==> config.mk <==
export PLATFORM = sky130hd
export DESIGN_NAME = nfc_decode
export DESIGN_NICKNAME = d
export VERILOG_FILES = /design/src/rtl/nfc_pkg.sv /design/src/rtl/nfc_decode.sv
export SDC_FILE = /design/constraint.sdc
export NUM_CORES = 1
export LEC_CHECK = 0
export BUFFER_PORTS_ARGS = -buffer_cell sky130_fd_sc_hd__clkbuf_2
export CAP_MARGIN = 5
export CORE_AREA = 3 3 40 42
export DETAILED_ROUTE_END_ITERATION = 16
export DIE_AREA = 0 0 43 45
export PLACE_DENSITY = 0.76
export SETUP_SLACK_MARGIN = 0.4
export SLEW_MARGIN = 20
export SYNTH_ARGS = -nofsm -noshare
export SYNTH_HDL_FRONTEND = slang
export SYNTH_SLANG_ARGS = --single-unit
==> constraint.sdc <==
create_clock -name vclk -period 1.89
set_input_delay 0.378 -clock vclk [all_inputs]
set_output_delay 0.378 -clock vclk [all_outputs]
set_load 0.005 [all_outputs]
==> src/rtl/nfc_pkg.sv <==
// ----------------------------------------------------------------------------
// NOR flash command decoder package
// Shared field widths, command codes, phase codes and decoder result type.
// ----------------------------------------------------------------------------
package nfc_pkg;

   localparam int KIND_W = 2;
   localparam int WADDR_W = 19;
   localparam int WORD_W = 16;
   localparam int TICKS_W = 24;
   localparam int CSR_ADDR_W = 5;
   localparam int CSR_DATA_W = 32;

   localparam logic [KIND_W-1:0] KIND_READ = 2'd0;
   localparam logic [KIND_W-1:0] KIND_WRITE = 2'd1;
   localparam logic [KIND_W-1:0] KIND_TICK = 2'd2;

   localparam logic [2:0] CSR_MANUF = 3'd0;
   localparam logic [2:0] CSR_DEVICE = 3'd1;
   localparam logic [2:0] CSR_PROG_TICKS = 3'd2;
   localparam logic [2:0] CSR_SECT_TICKS = 3'd3;
   localparam logic [2:0] CSR_BLOCK_TICKS = 3'd4;
   localparam logic [2:0] CSR_CHIP_TICKS = 3'd5;

   localparam logic [14:0] UNLOCK_ADDR1 = 15'h5555;
   localparam logic [14:0] UNLOCK_ADDR2 = 15'h2AAA;
   localparam logic [7:0] CMD_UNLOCK1 = 8'hAA;
   localparam logic [7:0] CMD_UNLOCK2 = 8'h55;
   localparam logic [7:0] CMD_PROGRAM = 8'hA0;
   localparam logic [7:0] CMD_ERASE = 8'h80;
   localparam logic [7:0] CMD_ID_ENTRY = 8'h90;
   localparam logic [7:0] CMD_CHIP_ERASE = 8'h10;
   localparam logic [7:0] CMD_SECT_ERASE = 8'h30;
   localparam logic [7:0] CMD_BLOCK_ERASE = 8'h50;

   localparam logic [2:0] STEP_READ = 3'd0;
   localparam logic [2:0] STEP_U1 = 3'd1;
   localparam logic [2:0] STEP_U2 = 3'd2;
   localparam logic [2:0] STEP_PROG = 3'd3;
   localparam logic [2:0] STEP_E1 = 3'd4;
   localparam logic [2:0] STEP_E2 = 3'd5;
   localparam logic [2:0] STEP_E3 = 3'd6;

   localparam logic [1:0] OP_PROG = 2'd0;
   localparam logic [1:0] OP_SECTOR = 2'd1;
   localparam logic [1:0] OP_BLOCK = 2'd2;
   localparam logic [1:0] OP_CHIP = 2'd3;

   typedef struct packed {
      logic       id_mode;
      logic [2:0] step;
   } phase_type;

   typedef struct packed {
      phase_type  phase;
      logic       start;
      logic [1:0] op;
   } dec_type;

endpackage

==> src/rtl/nfc_decode.sv <==
// ----------------------------------------------------------------------------
// NOR flash command sequence decoder
// Next command phase and operation start for one bus write.
// ----------------------------------------------------------------------------
module nfc_decode (
   input  nfc_pkg::phase_type              phase,
   input  logic [nfc_pkg::WADDR_W-1:0]     word_address,
   input  logic [nfc_pkg::WORD_W-1:0]      write_data,
   output nfc_pkg::dec_type                dec
);

   logic [14:0] ca;
   logic [7:0]  cd;
   logic        idm;

   assign ca = word_address[14:0];
   assign cd = write_data[7:0];
   assign idm = phase.id_mode;

   always_comb begin
      dec.phase = '{id_mode: 1'b0, step: nfc_pkg::STEP_READ};
      dec.start = 1'b0;
      dec.op = nfc_pkg::OP_PROG;
      unique case (phase.step)
         nfc_pkg::STEP_READ: begin
            if (ca == nfc_pkg::UNLOCK_ADDR1 && cd == nfc_pkg::CMD_UNLOCK1) begin
               dec.phase = '{id_mode: idm, step: nfc_pkg::STEP_U1};
            end
         end
         nfc_pkg::STEP_U1: begin
            if (ca == nfc_pkg::UNLOCK_ADDR2 && cd == nfc_pkg::CMD_UNLOCK2) begin
               dec.phase = '{id_mode: idm, step: nfc_pkg::STEP_U2};
            end
         end
         nfc_pkg::STEP_U2: begin
            if (ca == nfc_pkg::UNLOCK_ADDR1) begin
               if (cd == nfc_pkg::CMD_PROGRAM) begin
                  dec.phase = '{id_mode: idm, step: nfc_pkg::STEP_PROG};
               end else if (cd == nfc_pkg::CMD_ERASE) begin
                  dec.phase = '{id_mode: idm, step: nfc_pkg::STEP_E1};
               end else if (cd == nfc_pkg::CMD_ID_ENTRY) begin
                  dec.phase = '{id_mode: 1'b1, step: nfc_pkg::STEP_READ};
               end
            end
         end
         nfc_pkg::STEP_PROG: begin
            dec.start = 1'b1;
            dec.op = nfc_pkg::OP_PROG;
         end
         nfc_pkg::STEP_E1: begin
            if (ca == nfc_pkg::UNLOCK_ADDR1 && cd == nfc_pkg::CMD_UNLOCK1) begin
               dec.phase = '{id_mode: idm, step: nfc_pkg::STEP_E2};
            end
         end
         nfc_pkg::STEP_E2: begin
            if (ca == nfc_pkg::UNLOCK_ADDR2 && cd == nfc_pkg::CMD_UNLOCK2) begin
               dec.phase = '{id_mode: idm, step: nfc_pkg::STEP_E3};
            end
         end
         nfc_pkg::STEP_E3: begin
            if (cd == nfc_pkg::CMD_SECT_ERASE) begin
               dec.start = 1'b1;
               dec.op = nfc_pkg::OP_SECTOR;
            end else if (cd == nfc_pkg::CMD_BLOCK_ERASE) begin
               dec.start = 1'b1;
               dec.op = nfc_pkg::OP_BLOCK;
            end else if (cd == nfc_pkg::CMD_CHIP_ERASE && ca == nfc_pkg::UNLOCK_ADDR1) begin
               dec.start = 1'b1;
               dec.op = nfc_pkg::OP_CHIP;
            end
         end
         default: begin
            dec.phase = '{id_mode: 1'b0, step: nfc_pkg::STEP_READ};
         end
      endcase
   end

endmodule

==> results.toml <==
[status]
status = "complete, but fails checks"
violations = "setup timing"

[synth]
synth.top_cell.area_share_pct = 11.2
synth.top_cells.by_count = "4 x nor4bb_1, 3 x inv_1, 3 x nor2_1, 3 x nor2b_1"
yosys.cell_count.top_type = "nor4bb_1"
yosysWarnings = 0
synthCells = 42
yosysTopAreaCell = "nor4bb_1"
ys_types = 27
synth.area.top_cells = "nor4bb_1 11%, and4bb_1 7.0%, or3_4 6.3%"
synth_area_per_cell_um2 = 8.52
seq_area_frac_synth_pct = 0
syn_nets = 81
netlist_area_um2 = 358

[timing]
hold_viol = 0
slew_violations = 0
period_minus_slack_ns = 2.03
worst_pin_slew_ns = 0.289
fmax_ghz = 0.494
finalWorstSetupSlack_ns = -0.136
holdWs_ns = 1.06
finalSetupTns_ns = -0.426
period_share_pct = 107
setup-violations-final = 5
rsz0062_at_grt = "true"
slew_headroom_pct = 80.5

[cells_and_area]
seq_area_um2 = 0
layout.nets = 133
drive_gt1_share_pct = 66.3
final_util_pct = 55.1
diodes = 0
n_sequential_cell = 0
fillers = 118
area_growth_pct = 97.9
clockBufferCount = 0
layout.cells.non_filler = 107
design_area_um2 = 708

[worst_setup_path]
worstSetupEndpointType = "output port"
critical-path-top-delay-family = "simple AND/OR/NAND/NOR gates"
critPathBufInv = 2
slowest_delay_ns = 0.38
start_kind = "input pin"
slowest_stage = "or3_4"
worstPathMaxFanout = 2
cp_common_cell = "or3_4"
crit_type = "input pin to output port"
cp.required_ns = 1.51
path_cells = "buf_6 -> or3_4 -> or3_4 -> o22ai_4 -> a22o_1 -> clkbuf_2"
crit_arrival_ns = 1.65

[drt]
remaining_drc_errors = 0
first_pass_iters = 4
wl_um = 1330
drt.antenna.violating_nets = 0
vias = 561
vias_per_cell = 5.24
initialDrtViolationCount = 5
wl_per_cell_um = 12.4

[placed_design]
io_buffers = 34
dpl_cell_area_um2 = 661
place_inst = 106
pre_cts_slack_ns = -0.132
place.gp.congestion = 0.772
dpl.hpwl_um = 1150

[power]
powerDensity_nw_per_um2 = 130
power.total_uw = 92.2
ir_drop_mv = 0.0539
leakagePower_nw = 0.365

[floorplanning]
dieWidth_um = 43
pin_count = 46
core-area_um2 = 1280
start_util_pct = 27.8
rows = 13
die_h_um = 45
fp.dieArea_um2 = 1940

[global_route]
grt_pass1_vias = 521
grt_pass1_wl_um = 2120
grt_usage_pct = 13.3
antenna_found_initial = 0
grt_max_degree = 6
grt-ovfl-total = 0

[run]
maxCapViolCount = 0

[min_path]
hold_class = "input pin to output port"

[clocking]
cts-hold-fix-buffers = 0
==> cells in the final DEF (no fill, tap or decap) <==
cell	n
a2111oi_4	1
a21oi_1	1
a22o_1	2
a2bb2o_2	1
a32oi_1	2
and3_1	1
and3b_1	1
and3b_2	1
and4b_1	1
and4bb_1	2
buf_2	3
buf_4	15
buf_6	2
clkbuf_2	30
inv_1	3
nand2_1	1
nand3_1	1
nand4_1	2
nand4_4	1
nand4b_1	1
nand4bb_1	1
nor2_1	3
nor2b_1	3
nor3_1	1
nor3b_2	1
nor4_2	1
nor4bb_1	3
nor4bb_2	1
o2111a_1	1
o21bai_1	1
o22ai_4	1
or2_4	1
or3_4	2
==> worst paths after layout <==
| check | from | to | slack, ns | cells after the start |
|---|---|---|---|---|
| setup / recovery | write_data[1] | dec[5] | -0.14 | 6 |
| hold / removal | phase[3] | dec[6] | 1.06 | 3 |
==> cell families after synthesis <==
| kind of cell | count (synthesis) | synth area share (%) |
|---|---|---|
| AOI/OAI and AO/OA | 10 | 26.9 |
| and+or+nand+nor | 29 | 69.9 |
| buffers and inverters | 3 | 3.15 |
==> report_power, final <==
part           internal, mW  switching, mW  total, mW  leakage (nW)
registers                 0              0          0             0
clock network             0              0          0             0
logic                0.0548         0.0375     0.0922         0.365
==> per-layer routing <==
| metal | share of wire [%] | up-vias | global-route usage, % |
|---|---|---|---|
| met5 | 0 | - | 0 |
| met4 | 0 | 0 | 0 |
| met3 | 4.7 | 0 | 1.20 |
| met2 | 53 | 13 | 25.4 |
| met1 | 42 | 266 | 17.1 |
| li1 | - | 282 | - |
==> repair_timing <==
item | CTS | global route
setup buffers | 0 | 1
gates resized for setup | 4 | 6
setup endpoints to repair | 7 | 7
gates cloned | 0 | 0
pin swaps | 1 | 4
==> cell type report <==
type	instances	area, um^2	area share (%)
well taps	15	18.8	2.65
multi-input cells	39	378	53.4
repair buffers	50	300	42.4
inverters	3	11.3	1.59
No activity file was read; power rests on OpenSTA's default activity.
